**src/isc_pkg.sv**
```systemverilog
`timescale 1ns / 1ps
package isc_pkg;

  localparam int MAX_EVENTS = 256;
  localparam int CNT_W      = $clog2(MAX_EVENTS + 1);
  localparam int TIME_W     = 16;
  localparam int KEY_W      = 2 * TIME_W;
  localparam int SEL_W      = 9;
  localparam int SEL_MAX    = (1 << SEL_W) - 1;

  typedef struct packed {
    logic [TIME_W-1:0] start_time;
    logic [TIME_W-1:0] end_time;
    logic              is_empty_set;
    logic              last_event;
  } isc_in_t;

  typedef struct packed {
    logic [SEL_W-1:0] selected_count;
    logic             overflow;
  } isc_out_t;

  // per-cycle command to every cell of the chain
  typedef struct packed {
    logic insert;
    logic shift;
  } isc_cell_ctrl_t;

  typedef struct packed {
    logic clear;
    logic step;
  } isc_scan_ctrl_t;

endpackage

```
**src/isc_scan.sv**
```systemverilog
`timescale 1ns / 1ps
module isc_scan (
  input  logic                      clk,
  input  isc_pkg::isc_scan_ctrl_t   ctrl,
  input  logic [isc_pkg::KEY_W-1:0] head_key,
  output logic [isc_pkg::CNT_W-1:0] picked
);
  import isc_pkg::*;

  logic [TIME_W-1:0] last_end_r;
  logic [TIME_W-1:0] last_end_nxt;
  logic [CNT_W-1:0]  picked_r;
  logic [CNT_W-1:0]  picked_nxt;
  logic [TIME_W-1:0] head_start;
  logic [TIME_W-1:0] head_end;
  logic              take;

  assign head_start = head_key[TIME_W-1:0];
  assign head_end   = head_key[KEY_W-1:TIME_W];
  // first event is always picked
  assign take       = (picked_r == '0) || (last_end_r <= head_start);
  assign picked     = picked_r;

  always_comb begin
    picked_nxt   = picked_r;
    last_end_nxt = last_end_r;
    if (ctrl.clear) begin
      picked_nxt = '0;
    end else if (ctrl.step && take) begin
      picked_nxt   = picked_r + 1'b1;
      last_end_nxt = head_end;
    end
  end

  always_ff @(posedge clk) begin
    picked_r   <= picked_nxt;
    last_end_r <= last_end_nxt;
  end

endmodule

```
**config.mk**
```make
export PLATFORM = sky130hd
export DESIGN_NAME = isc_scan
export DESIGN_NICKNAME = d
export VERILOG_FILES = /design/src/isc_pkg.sv /design/src/isc_scan.sv
export SDC_FILE = /design/constraint.sdc
export NUM_CORES = 1
export LEC_CHECK = 0
export ABC_AREA = 1
export ABC_CLOCK_PERIOD_IN_PS = 3680
export BUFFER_PORTS_ARGS = -buffer_cell sky130_fd_sc_hd__buf_2
export CELL_PAD_IN_SITES_DETAIL_PLACEMENT = 1
export CELL_PAD_IN_SITES_GLOBAL_PLACEMENT = 2
export CORE_MARGIN = 2
export CORE_UTILIZATION = 29
export CTS_CLUSTER_DIAMETER = 100
export DETAILED_ROUTE_END_ITERATION = 10
export PLACE_DENSITY = 0.79
export SYNTH_ARGS = -nofsm -noshare
export SYNTH_HDL_FRONTEND = slang
export SYNTH_SLANG_ARGS = --single-unit
```
**constraint.sdc**
```tcl
create_clock -name clk -period 3.68 [get_ports clk]
set_input_delay 1.104 -clock clk [delete_from_list [all_inputs] [get_ports clk]]
set_output_delay 1.104 -clock clk [all_outputs]
set_load 0.005 [all_outputs]
```
# == Yosys cells after proc, flatten, opt, wreduce, memory -nomap -nowiden ==
# Index checks and enable logic that the tools add are counted.
# word_totals
ff_bits,25
word_cells,9
out_inout_bits,9
# op_classes
n_bitwise,1
n_reduce_logical,4
addsub,1
n_lt_le_gt_ge,1
# ops
operator,n
less-or-equal comparator 16 bit,1
adder 9 x 1 -> 9 bit (second input constant),1
zero test 9 bit,1
AND reduction 2 bit,1
logical AND 1 bit,1
logical OR 1 bit,1
NOT 1 bit,1

# == Longest topological paths before layout ==
# depth
ltp_word,4
mapped_depth,15

# == Least setup slack after synthesis ==
# OpenSTA, ideal clock, no wires.
# synth_timing
kind,in2reg
from,in head_key[7] in the netlist's numbering
to,reg last_end_r[0] (enable)
setup_ns,0.389
path_buffers,1
slack_ns,0.468
t_arrival_ns,2.824
cell_stages,11
path_cell_list,inv_1 > ha_1 > a21o_1 > nor2_1 > nand2_1 > nand2_1 > nand2_1 > nand2_4 > buf_12 > nand2_1 > nor2_1
# synth_via
elab_chain_cells,4
# synth_lines
item,line,text
"start, declared",isc_scan.sv:5,"input logic [isc_pkg::KEY_W-1:0] head_key,"
less-or-equal comparator 16 bit,isc_scan.sv:21,assign take = (picked_r == '0) || (last_end_r <= head_start);
logical OR 1 bit,isc_scan.sv:21,
logical AND 1 bit,isc_scan.sv:29,end else if (ctrl.step && take) begin
AND reduction 2 bit (no line),--,
"end signal, assigned",isc_scan.sv:37,last_end_r <= last_end_nxt;
"end, declared",isc_scan.sv:10,logic [TIME_W-1:0] last_end_r;
# No other way between the ends.
# A chain may end at the register's enable or synchronous reset.

# == Final worst setup path ==
# layout_timing
from,in head_key[15] in the netlist's numbering
to,reg last_end_r[15] (enable)
# The elaborated chain is that of the path after synthesis.

==> flow_metrics.env <==
export IMPL_synth_compound_area_share_pct=7.11
export IMPL_highest_layer="met4"
export IMPL_cts_buffers=3
export IMPL_ctsResizeCount=0
export IMPL_leakage_nw=0.929
export IMPL_synth_seq_cells=25
export IMPL_post_cts_buffers=0
export IMPL_tns_ns=0
export IMPL_synth_seq_area_share_pct=45.2
export IMPL_grt_pass1_wl_mm=5.22
export IMPL_tightest_slew_ns=0.352
export IMPL_cp_cell_sequence="buf_2 -> inv_1 -> ha_1 -> a21oi_1 -> o21ai_0 -> a21oi_1 -> nand2_1 -> nand2_4 -> nand2_1 -> nor2_1 -> buf_4"
export IMPL_critPathMaxFanout=19
export IMPL_r2r_end="last_end_r[15]"
export IMPL_min_path_cells=2
export IMPL_required_ns=3.64
export IMPL_ant_nets=0
export IMPL_fin_crit_sh_pct=72.1
export IMPL_fin_crit_ns=2.65
export IMPL_routed_wl_mm=3.06
export IMPL_rsz0062_at_grt="no"
export IMPL_track_usage_pct=12.4
export IMPL_dpl_hpwl_mm=2.47
export IMPL_antenna_cells=0
export IMPL_dr_wl_met2_mm=1.42
export IMPL_vias_per_cell=4.23
export IMPL_synthXorXnorAreaFrac_pct=0
export IMPL_syn_inst=170
export IMPL_synth_nets=223
export IMPL_synth_top_area_cell="edfxtp_1"
export IMPL_remaining_drc_errors=0
export IMPL_cp_startpoint="head_key[15]"
export IMPL_hold_path_endpoint="picked[5]"
export IMPL_globalplace_congestion=0.706
export IMPL_yosysWarnings=0
export IMPL_async_reset_ff_share_pct=0
export IMPL_cts_sinks=25
export IMPL_dr_wl_met3_um=187
export IMPL_hold_buffers=0
export IMPL_min_from="picked[5]"
export IMPL_fp_dieH_um=75.0
export IMPL_fp_dieArea_um2=5620
export IMPL_r2r_start="last_end_r[15]"
export IMPL_final_cells=284
export IMPL_netlist_area_um2=1460
export IMPL_grt_max_degree=20
export IMPL_synthSimpleGateAreaFrac_pct=21.9
export IMPL_cap_violations=0
export IMPL_ys_flop_type="edfxtp_1"
export IMPL_rows=25
export IMPL_overflow=0
export IMPL_place_ws_ns=0.712
export IMPL_synthMuxAreaShare_pct=0
export IMPL_crit_family="simple AND/OR/NAND/NOR gates"
export IMPL_hp_class="reg2reg"
export IMPL_core_area_um2=4790
export IMPL_clockBufferDepth=2
export IMPL_layout_drive_gt1_share_pct=28.6
export IMPL_synth_distinct_cells=21
export IMPL_root_buffer="clkbuf_8"
export IMPL_cts_tree="yes"
export IMPL_drv_slew=0
export IMPL_timing_fmax_mhz=377
export IMPL_crit_type="in2reg"
export IMPL_yosys_area_share_adder_pct=15.4
export IMPL_crit_path_max_incr_delay_ns=0.30
export IMPL_slowest_stage="ha_1"
export IMPL_synth_commonest_cells="nand2_1, inv_1, ha_1, nor2_1, edfxtp_1"
export IMPL_drt_iter0_markers=20
export IMPL_skew_ns=0.00567
export IMPL_ios=44
export IMPL_wl_met1_mm=1.39
export IMPL_antenna_found_initial=0
export IMPL_peakVddDrop_uv=145
export IMPL_insertion_delay_ns=0.27
export IMPL_wire_per_inst_um=10.8
export IMPL_ys_top_cells_by_area="edfxtp_1, ha_1, dfxtp_1"
export IMPL_outcome="complete, no violations"
export IMPL_syn_to_final_growth_pct=22.8
export IMPL_setup_violations=0
export IMPL_nets=271
export IMPL_worstSetupEndpointType="flip-flop"
export IMPL_io_buffers=43
export IMPL_die_x_um=75.0
export IMPL_cp_arrival_ns=2.62
export IMPL_worst_path_buf_inv=3
export IMPL_start_kind="input port"
export IMPL_vias=1202
export IMPL_layout_setup_ws_ns=1.03
export IMPL_clkTransAtPathRegs_ns=0.09
export IMPL_synth_most_common_cell="nand2_1"
export IMPL_dpl_cell_count=280
export IMPL_r2r_setup_slack_ns=1.59
export IMPL_relSlewSlack_pct=76.3
export IMPL_avgSynthCellArea_um2=8.60
export IMPL_synth_edff_count=16
export IMPL_first_global_vias=1231
export IMPL_start_util_pct=30.5
export IMPL_yosysTopAreaCellShare_pct=32.9
export IMPL_drt_first_pass_iters=2
export IMPL_p_per_area_nw_per_um2=324
export IMPL_cts_max_level=1
export IMPL_hold_viol=0
export IMPL_reg2reg_depth=10
export IMPL_synth_top_family_by_area="simple AND/OR/NAND/NOR gates"
==> layout make-up <==
class	instances	area (um^2)
inverters	35	131
multi-input cells	109	649
well taps	67	83.8
clock buffers	3	41.3
fillers	608	2990
clock inverters	1	5.00
flip-flops and latches	25	661
repair buffers	44	223
==> cell families (layout without fill, tap and decap cells) <==
logic type      count (synthesis)  count (layout)
buf+inv                        36              83
flops                          25              25
simple gates                   73              73
compound gates                 18              18
fa+ha+maj                      18              18
==> worst reg2reg max path: stages, from the launching register on <==
cell,delay (ns)
edfxtp_1,0.38
ha_1,0.30
nand2_1,0.08
nor2_2,0.13
nand2_1,0.08
nor2_1,0.11
a21oi_1,0.07
nand2_4,0.22
nand2_1,0.08
nor2_1,0.09
buf_4,0.25
==> through the flow <==
step | total power [mW] | hold slack, ns | instance area (um^2) | utilization (%)
after detailed placement | 0.428 | 0.535 | 1750 | 36.5
final | 0.582 | 0.540 | 1790 | 37.5
after global placement | 0.425 | 0.532 | 1750 | 36.5
after CTS | 0.596 | 0.550 | 1790 | 37.5
after floorplan | 0.393 | 0.501 | 1460 | -
after global routing | 0.625 | 0.575 | 1790 | 37.5
==> layer usage <==
| layer | vias up | track usage [%] |
|---|---|---|
| met2 | 29 | 21.1 |
| met1 | 534 | 14.9 |
| met3 | 4 | 2.68 |
| met5 | - | 0 |
| li1 | 635 | - |
| met4 | 0 | 5.95 |
==> sequential cells by signal, indices dropped and copies added (netlist names) <==
register	cells
last_end_r	16
picked	9
==> report_power, final <==
| group | switching (mW) | leakage [nW] | total, mW | internal, mW |
|---|---|---|---|---|
| combinational | 0.0560 | 0.682 | 0.0991 | 0.0431 |
| clock | 0.0879 | 0.0255 | 0.164 | 0.0757 |
| sequential | 0.00701 | 0.222 | 0.319 | 0.312 |
| total | 0.151 | 0.929 | 0.582 | 0.431 |
==> layout by cell type (no fill, tap or decap), types with 3 or more instances in the layout <==
cell      synthesis  final
nor2_1           17     17
a21oi_2           3      3
nand3_1           6      6
nand2_1          38     38
a21oi_1          13     13
buf_2             0     43
ha_1             18     18
edfxtp_1         16     16
clkbuf_8          0      3
nor2_2            4      4
inv_1            31     31
inv_2             3      3
dfxtp_1           9      9
==> worst max path at each step <==
stage               slack (ns)  cells after the start        endpoint
finish                    1.03                     11  last_end_r[15]
global route              0.83                     11  last_end_r[15]
CTS                       1.01                     11  last_end_r[15]
detailed placement        0.71                     11   last_end_r[3]
global placement          0.76                     12   last_end_r[3]
floorplan                 0.47                     11   last_end_r[0]
Power figures use the tool's default switching activity.
