==> config.mk <==
export PLATFORM = sky130hd
export DESIGN_NAME = isc_cell
export DESIGN_NICKNAME = d
export VERILOG_FILES = /design/src/isc_pkg.sv /design/src/isc_cell.sv
export SDC_FILE = /design/constraint.sdc
export NUM_CORES = 1
export LEC_CHECK = 0
export ABC_AREA = 1
export BUFFER_PORTS_ARGS = -buffer_cell sky130_fd_sc_hd__buf_2
export CAP_MARGIN = 15
export CORE_MARGIN = 1.5
export CORE_UTILIZATION = 40
export DETAILED_ROUTE_END_ITERATION = 6
export GPL_ROUTABILITY_DRIVEN = 1
export PLACE_DENSITY = 0.72
export SETUP_SLACK_MARGIN = 0.05
export SYNTH_ARGS = -nofsm -noshare
export SYNTH_HDL_FRONTEND = slang
export SYNTH_SLANG_ARGS = --single-unit
==> constraint.sdc <==
create_clock -name clk -period 3.3 [get_ports clk]
set_input_delay 0.66 -clock clk [delete_from_list [all_inputs] [get_ports clk]]
set_output_delay 0.66 -clock clk [all_outputs]
set_load 0.03 [all_outputs]
==> src/isc_pkg.sv <==
`timescale 1ns / 1ps
package isc_pkg;

  localparam int MAX_EVENTS = 256;
  localparam int CNT_W      = $clog2(MAX_EVENTS + 1);
  localparam int TIME_W     = 16;
  localparam int KEY_W      = 2 * TIME_W;
  localparam int SEL_W      = 9;
  localparam int SEL_MAX    = (1 << SEL_W) - 1;

  typedef struct packed {
    logic [TIME_W-1:0] start_time;
    logic [TIME_W-1:0] end_time;
    logic              is_empty_set;
    logic              last_event;
  } isc_in_t;

  typedef struct packed {
    logic [SEL_W-1:0] selected_count;
    logic             overflow;
  } isc_out_t;

  // per-cycle command to every cell of the chain
  typedef struct packed {
    logic insert;
    logic shift;
  } isc_cell_ctrl_t;

  typedef struct packed {
    logic clear;
    logic step;
  } isc_scan_ctrl_t;

endpackage

==> src/isc_cell.sv <==
`timescale 1ns / 1ps
module isc_cell (
  input  logic                  clk,
  input  isc_pkg::isc_cell_ctrl_t ctrl,
  input  logic                  occupied,
  input  logic [isc_pkg::KEY_W-1:0] new_key,
  input  logic [isc_pkg::KEY_W-1:0] prev_key,
  input  logic                  prev_gt,
  input  logic [isc_pkg::KEY_W-1:0] next_key,
  output logic [isc_pkg::KEY_W-1:0] key,
  output logic                  gt
);
  import isc_pkg::*;

  logic [KEY_W-1:0] key_r;
  logic [KEY_W-1:0] key_nxt;

  // an empty cell counts as greater than any key, so the new key lands at
  // the first cell that is empty or holds a larger key
  assign gt  = !occupied || (key_r > new_key);
  assign key = key_r;

  always_comb begin
    key_nxt = key_r;
    if (ctrl.insert && gt) begin
      key_nxt = prev_gt ? prev_key : new_key;
    end else if (ctrl.shift) begin
      key_nxt = next_key;
    end
  end

  always_ff @(posedge clk) begin
    key_r <= key_nxt;
  end

endmodule

# Word level (Yosys, flattened, before mapping)
# Cells that the tools add are included.
dict set report totals {
  inputBits 101
  word_cells 9
  out_inout_bits 33
  register_bits 32
}
dict set report op_classes {
  reduce_logical 4
  muxes 3
  n_lt_le_gt_ge 1
}
# op count
set ops {}
lappend ops {{two-way mux 32 bit} 3}
lappend ops {{> comparator 32 bit} 1}
lappend ops {{nonzero test 2 bit} 1}
lappend ops {{logical AND 1 bit} 1}
lappend ops {{logical NOT 1 bit} 1}
lappend ops {{logical OR 1 bit} 1}

# Longest topological paths before layout
# Gate-level depths: netlist (run 1).
dict set report logic_depth {
  depth_word 4
  ltp_mapped 19
}

# Worst setup path before layout (run 1)
# No wires, ideal clock.
dict set report synth_timing {
  kind {input to register}
  start {input port new_key[23] (netlist name)}
  end {register key_r[0], in the netlist key[0] (enable)}
  stages 13
  arrival_time_ns 2.517
  slack_ns 0.394
  path_buffers 1
  required_time_ns 2.911
  path_cell_list {inv_1 ha_1 nand2_1 nor2_1 nand4_1 nor2_2 nand2_1 nand2_1 nand2_2 nand2_4 nand2_4 buf_6 nand2_1}
}
dict set report synth_between {
  elab_chain_len 4
}
# element line
set synth_lines {}
lappend synth_lines {{start, declared} isc_cell.sv:6} ;# input logic [isc_pkg::KEY_W-1:0] new_key,
lappend synth_lines {{> comparator 32 bit} isc_cell.sv:20} ;# assign gt = !occupied || (key_r > new_key);
lappend synth_lines {{logical OR 1 bit} isc_cell.sv:20}
lappend synth_lines {{logical AND 1 bit} isc_cell.sv:25} ;# if (ctrl.insert && gt) begin
lappend synth_lines {{nonzero test 2 bit (no line)} --}
lappend synth_lines {{end signal, assigned} isc_cell.sv:33} ;# key_r <= key_nxt;
lappend synth_lines {{end, declared} isc_cell.sv:15} ;# logic [KEY_W-1:0] key_r;
# No other way between the ends.
# A chain may end at the register's enable or synchronous reset.

# Worst setup path after layout (run 1)
dict set report layout_timing {
  start {input port new_key[23] (netlist name)}
  end {output port gt}
}
dict set report layout_between {
  elab_chain_len 2
}
# element line
set layout_lines {}
lappend layout_lines {{> comparator 32 bit} isc_cell.sv:20}
lappend layout_lines {{logical OR 1 bit} isc_cell.sv:20}
lappend layout_lines {{end, declared} isc_cell.sv:11} ;# output logic gt
# No other way between the ends.

==> results.py, run 1 <==
metrics = {
    "status": {
        "outcome": "finished clean",
    },
    "synth": {
        "synthXorXnorAreaFrac_pct": 0,
        "synth.avg_cell_area_um2": 7.39,
        "share_of_the_yosys_chip_area_belonging_to_registers_pct": 36.5,
        "syn_nets": 489,
        "synth.yosys.warnings": 0,
        "yosys-mux-area-fraction_pct": 0.428,
        "synthCells": 356,
        "synth_simple_gate_area_share_pct": 28.9,
        "synth_fa_ha_area_share_pct": 15.2,
        "synth.cell_area_mm2": 0.00263,
        "post_synth_num_cell_types": 20,
        "synth_top_family_by_area": "simple AND/OR/NAND/NOR gates",
        "synth_seq_cells": 32,
        "compound_gate_portion_of_the_synthesized_area_pct": 9.32,
    },
    "sta": {
        "final_cycle_share_pct": 86.2,
        "rsz0062_at_grt": "no",
        "final_max_slew_viol_count": 0,
        "finalSetupViolations": 0,
        "finClkSkew_ns": 0.00776,
        "worstMarginPinSlew_ns": 0.694,
        "timing.slew.headroom_pct": 53.7,
        "fin_setup_tns_ns": 0,
        "fmax_mhz": 352,
        "period_needed_ns": 2.84,
        "final-hold-violation-count": 0,
    },
    "power": {
        "power.total_mw": 1.37,
        "power.static_leakage_nw": 1.94,
        "pwr_density_cell_mw_per_mm2": 400,
        "worst_ir_drop_vdd_mv": 0.250,
    },
    "floorplan": {
        "fp.dieArea_mm2": 0.00708,
        "floorplan.core_area_mm2": 0.00635,
        "io_pins": 134,
        "die_width_um": 84.1,
        "chipHeight_um": 84.1,
        "core.rowCount": 29,
        "initial_utilization_pct": 41.5,
    },
    "global_routing": {
        "antenna_found_initial": 0,
        "grt_pass1_wl_um": 11900,
        "grt_max_degree": 34,
        "grt_ovf": 0,
        "first_global_vias": 2647,
        "total_routing_usage_gr_pct": 20.8,
    },
    "critical_path": {
        "end_kind": "output port",
        "worst_path_largest_cell_delay_ns": 0.29,
        "critical_path_buf_inv_count": 3,
        "element_type_at_the_critical_path_start": "input port",
        "timing.setup.critical_path_class": "in -> out",
        "crit_family": "simple AND/OR/NAND/NOR gates",
        "r2r_start": "key[3]$_DFFE_PP_",
        "cp_slowest_cell": "ha_1",
        "cp_max_fo": 16,
        "crit_top_cell": "nand2_1",
        "crit_path_start": "new_key[23]",
        "worst-endpoint-required_ns": 2.64,
        "worstPathCellList": "buf_2 -> inv_1 -> ha_1 -> nand2_1 -> nor2_1 -> nand4_1 -> nor2_2 -> nand2_1 -> nand2_1 -> nand2_2 -> nand2_4 -> buf_2",
        "cp_data_arrival_time_ns": 2.18,
    },
    "final_layout": {
        "area_growth_syn_to_layout_pct": 29.8,
        "finish.cell_count_without_fillers": 562,
        "filler_cell_count": 632,
        "sequential_cell_area_um2": 961,
        "num_antenna_cells": 0,
        "layout.nets": 618,
        "postLayoutCellArea_mm2": 0.00342,
        "finalCoreUtilization_pct": 53.8,
        "multiInputGateArea_mm2": 0.00142,
        "largest_reg_flops": 32,
        "layout-drive-gt1-share_pct": 30.7,
    },
    "clock_tree": {
        "ctsRootBufferMaster": "clkbuf_8",
        "cts_htree_levels": 2,
        "cts_buffer_depth": 2,
        "cts_inserted_buffers": 5,
        "cts_hold_buffers": 0,
        "ctsResizeCount": 0,
        "cts_sinks": 32,
        "clk_pin_slew_worst_paths_ns": 0.07,
        "clkLatencyLatePin_ns": 0.28,
        "number_of_buffers_inserted_by_post_cts_setup_repair": 0,
        "cts_tree": "done",
    },
    "detailed_routing": {
        "wire_per_inst_um": 12.8,
        "remaining_drcs": 0,
        "vias_per_cell": 4.83,
        "detailroute.via_count": 2715,
        "drt_wl_total_um": 7210,
        "dr.pass1.iters": 4,
        "drt_iter0_drc": 99,
        "final_antenna_net_count": 0,
    },
    "min_path": {
        "hold_path_class": "in -> reg",
        "min-delay-start": "next_key[19]",
    },
    "place": {
        "post_place_cell_area_mm2": 0.00334,
        "detailed_place_hpwl_um": 5610,
        "place.gp.congestion": 0.778,
        "port_buffers": 133,
        "place.detailed.instances": 555,
    },
    "job": {
        "drv.max_cap_violation_count": 0,
    },
}
-- synthesized netlist by cell type, drive strengths merged --
cell type | instances | area (um^2)
a21o | 1 | 7.51
a21oi | 13 | 65.1
buf | 7 | 61.3
clkbuf | 10 | 37.5
clkinv | 1 | 3.75
edfxtp | 32 | 961
ha | 32 | 400
inv | 40 | 150
mux2 | 1 | 11.3
nand2 | 137 | 532
nand3 | 34 | 170
nand4 | 2 | 12.5
nor2 | 12 | 47.6
o21a | 1 | 7.51
o21ai | 33 | 165
-- metal layers --
metal,global-route usage (%),vias up,wire [um]
met2,36.7,103,3520
met1,26.1,1177,3130
met5,0,-,0
li1,-,1423,-
met3,3.86,12,467
met4,5.81,0,97
-- final cells by class --
class	instances	area share, %
multi-input cells	266	41.5
flip-flops and latches	32	28.1
repair buffers	139	20.8
inverters	41	4.50
well taps	77	2.82
clock buffers	5	2.01
clock inverters	2	0.220
-- report_power, final --
group	leakage (nW)	switching (mW)	internal [mW]
Clock	0.0391	0.149	0.139
Combinational	1.57	0.340	0.188
Sequential	0.328	0.0316	0.519
-- placed cells by master, fill, tap and decap left out --
master    instances
edfxtp_1         32
a21o_1            1
nand2_2           1
clkbuf_8          5
o21a_1            1
buf_4             6
nand2_1         134
clkinv_1          3
o21ai_0          33
mux2_2            1
inv_1            40
nand3_1          34
nor2_1           11
buf_2           133
nand4_1           2
ha_1             32
nor2_2            1
nand2_4           2
a21oi_1          13
-- cells by family after synthesis --
kind of cell    Yosys count
simple gates            185
fa+ha+maj                32
flops                    32
buf+inv                  58
mux                       1
compound gates           48
-- through the flow --
| stage | setup WS (ns) | hold slack [ns] |
|---|---|---|
| 3_3_place_gp | 0.461 | 0.925 |
| 2_1_floorplan | 0.394 | 0.839 |
| 4_1_cts | 0.423 | 0.633 |
| 6_report | 0.455 | 0.638 |
| 5_1_grt | 0.283 | 0.647 |
| 3_5_place_dp | 0.423 | 0.925 |
-- path summary, 6_finish.rpt --
kind | end | slack, ns | cells after the start
min | key[19]$_DFFE_PP_ | 0.64 | 3
min reg2reg | key[29]$_DFFE_PP_ | 1.21 | 9
max | gt | 0.46 | 12
max reg2reg | key[12]$_DFFE_PP_ | 0.87 | 16
-- worst reg2reg max path: cells and delay by family, from the launching register on --
family | cells | cell delay, ns
buffers and inverters | 2 | 0.33
and+or+nand+nor | 13 | 1.01
adders and majority gates | 1 | 0.33
DFF | 1 | 0.43
Power figures use the tool's default switching activity.
==> inputs of run 2 (changes only) <==
clock period = 2.9 ns   (was 3.3 ns; I/O delays follow)
==> results.py, run 2 (synthesis results as in run 1) <==
metrics = {
    "clock_tree": {
        "cts_inserted_buffers": 5,
        "cts_sinks": 32,
        "clk_pin_slew_worst_paths_ns": 0.06,
        "number_of_buffers_inserted_by_post_cts_setup_repair": 0,
        "clkLatencyLatePin_ns": 0.28,
        "ctsResizeCount": 0,
        "cts_htree_levels": 2,
        "cts_hold_buffers": 0,
        "cts_buffer_depth": 2,
        "ctsRootBufferMaster": "clkbuf_8",
        "cts_tree": "done",
    },
    "job": {
        "drv.max_cap_violation_count": 0,
    },
    "critical_path": {
        "element_type_at_the_critical_path_start": "input port",
        "cp_slowest_cell": "ha_1",
        "worstPathCellList": "buf_2 -> inv_1 -> ha_1 -> nand2_1 -> nor2_1 -> nand4_1 -> nor2_2 -> nand2_1 -> nand2_1 -> nand2_2 -> nand2_4 -> buf_2",
        "worst_path_largest_cell_delay_ns": 0.29,
        "timing.setup.critical_path_class": "in -> out",
        "cp_data_arrival_time_ns": 2.05,
        "crit_path_start": "new_key[23]",
        "r2r_start": "key[23]$_DFFE_PP_",
        "cp_max_fo": 12,
        "crit_top_cell": "nand2_1",
        "end_kind": "output port",
        "worst-endpoint-required_ns": 2.32,
    },
    "min_path": {
        "min-delay-start": "next_key[30]",
        "hold_path_class": "in -> reg",
    },
    "final_layout": {
        "filler_cell_count": 621,
        "layout-drive-gt1-share_pct": 30.8,
        "layout.nets": 619,
        "area_growth_syn_to_layout_pct": 30.2,
        "largest_reg_flops": 32,
        "layout_commonest_cell": "nand2_1",
        "mostFrequentLayoutCells": "nand2_1 (134), buf_2 (133), inv_1 (40)",
        "num_antenna_cells": 0,
    },
    "power": {
        "power.total_mw": 1.55,
        "worst_ir_drop_vdd_mv": 0.191,
        "power.static_leakage_nw": 1.94,
        "pwr_density_cell_mw_per_mm2": 451,
    },
    "floorplan": {
        "floorplan.core_area_mm2": 0.00635,
        "core.rowCount": 29,
        "initial_utilization_pct": 41.5,
        "io_pins": 134,
        "die_width_um": 84.1,
        "fp.dieArea_mm2": 0.00708,
        "chipHeight_um": 84.1,
    },
    "detailed_routing": {
        "vias_per_cell": 4.81,
        "dr.pass1.iters": 4,
        "drt_wl_total_um": 6990,
        "drt_iter0_drc": 108,
        "final_antenna_net_count": 0,
        "remaining_drcs": 0,
        "detailroute.via_count": 2712,
        "wire_per_inst_um": 12.4,
    },
    "global_routing": {
        "grt_ovf": 0,
        "grt_max_degree": 36,
        "grt_pass1_wl_um": 11600,
        "total_routing_usage_gr_pct": 20.2,
        "antenna_found_initial": 1,
        "first_global_vias": 2625,
    },
    "place": {
        "place.gp.congestion": 0.803,
        "pre_cts_ws_ns": 0.176,
        "detailed_place_hpwl_um": 5590,
        "port_buffers": 133,
    },
    "sta": {
        "fmax_mhz": 381,
        "final_max_slew_viol_count": 0,
        "finClkSkew_ns": 0.00347,
        "timing.slew.headroom_pct": 60.8,
        "period_needed_ns": 2.63,
        "hold_slack_ns": 0.564,
        "fin_ws_ns": 0.272,
        "rsz0062_at_grt": "no",
        "worstMarginPinSlew_ns": 0.588,
        "finalSetupViolations": 0,
        "final_cycle_share_pct": 90.6,
        "final-hold-violation-count": 0,
        "fin_setup_tns_ns": 0,
    },
    "status": {
        "outcome": "finished clean",
    },
}
run 2: power by group:
group / switching, mW / internal (mW) / total (mW)
sequential: 0.0347 / 0.591 / 0.625
clock: 0.155 / 0.167 / 0.322
combinational: 0.383 / 0.215 / 0.598
run 2: stage by stage:
stage | util (%) | instance area (um^2) | std cells
after detailed placement | 52.7 | 3350 | 556
after floorplan | - | 2630 | 356
after global routing | 54.0 | 3430 | 564
final | 54.0 | 3430 | 564
after global placement | 52.7 | 3350 | 556
after CTS | 54.0 | 3430 | 564
run 2: cell type report:
cell class                      instances  area [um^2]  area share, %
Multi-Input combinational cell        266         1420           41.4
Sequential cell                        32          961           28.0
Tap cell                               77         96.3           2.81
Inverter                               41          154           4.49
Clock inverter                          1         3.75          0.109
Clock buffer                            7         76.3           2.23
Timing Repair Buffer                  140          718           20.9
run 2: per-layer routing:
| layer | up-vias | part of all wire [%] | track usage, % |
|---|---|---|---|
| met1 | 1177 | 45 | 26.0 |
| met5 | - | 0 | 0 |
| li1 | 1424 | - | - |
| met4 | 0 | 0.49 | 4.32 |
| met3 | 4 | 7.7 | 5.24 |
| met2 | 107 | 47 | 34.3 |
run 2: final timing paths:
check | endpoint | cells after the start | slack [ns]
hold / removal | key[30]$_DFFE_PP_ | 3 | 0.56
setup / recovery | gt | 12 | 0.27
hold reg to reg | key[26]$_DFFE_PP_ | 9 | 1.16
setup reg to reg | key[25]$_DFFE_PP_ | 12 | 0.52
run 2: critical path: cells and delay by family:
family        cells  cell delay (ns)
simple gates      8             0.81
buf+inv           3             0.36
fa+ha+maj         1             0.29
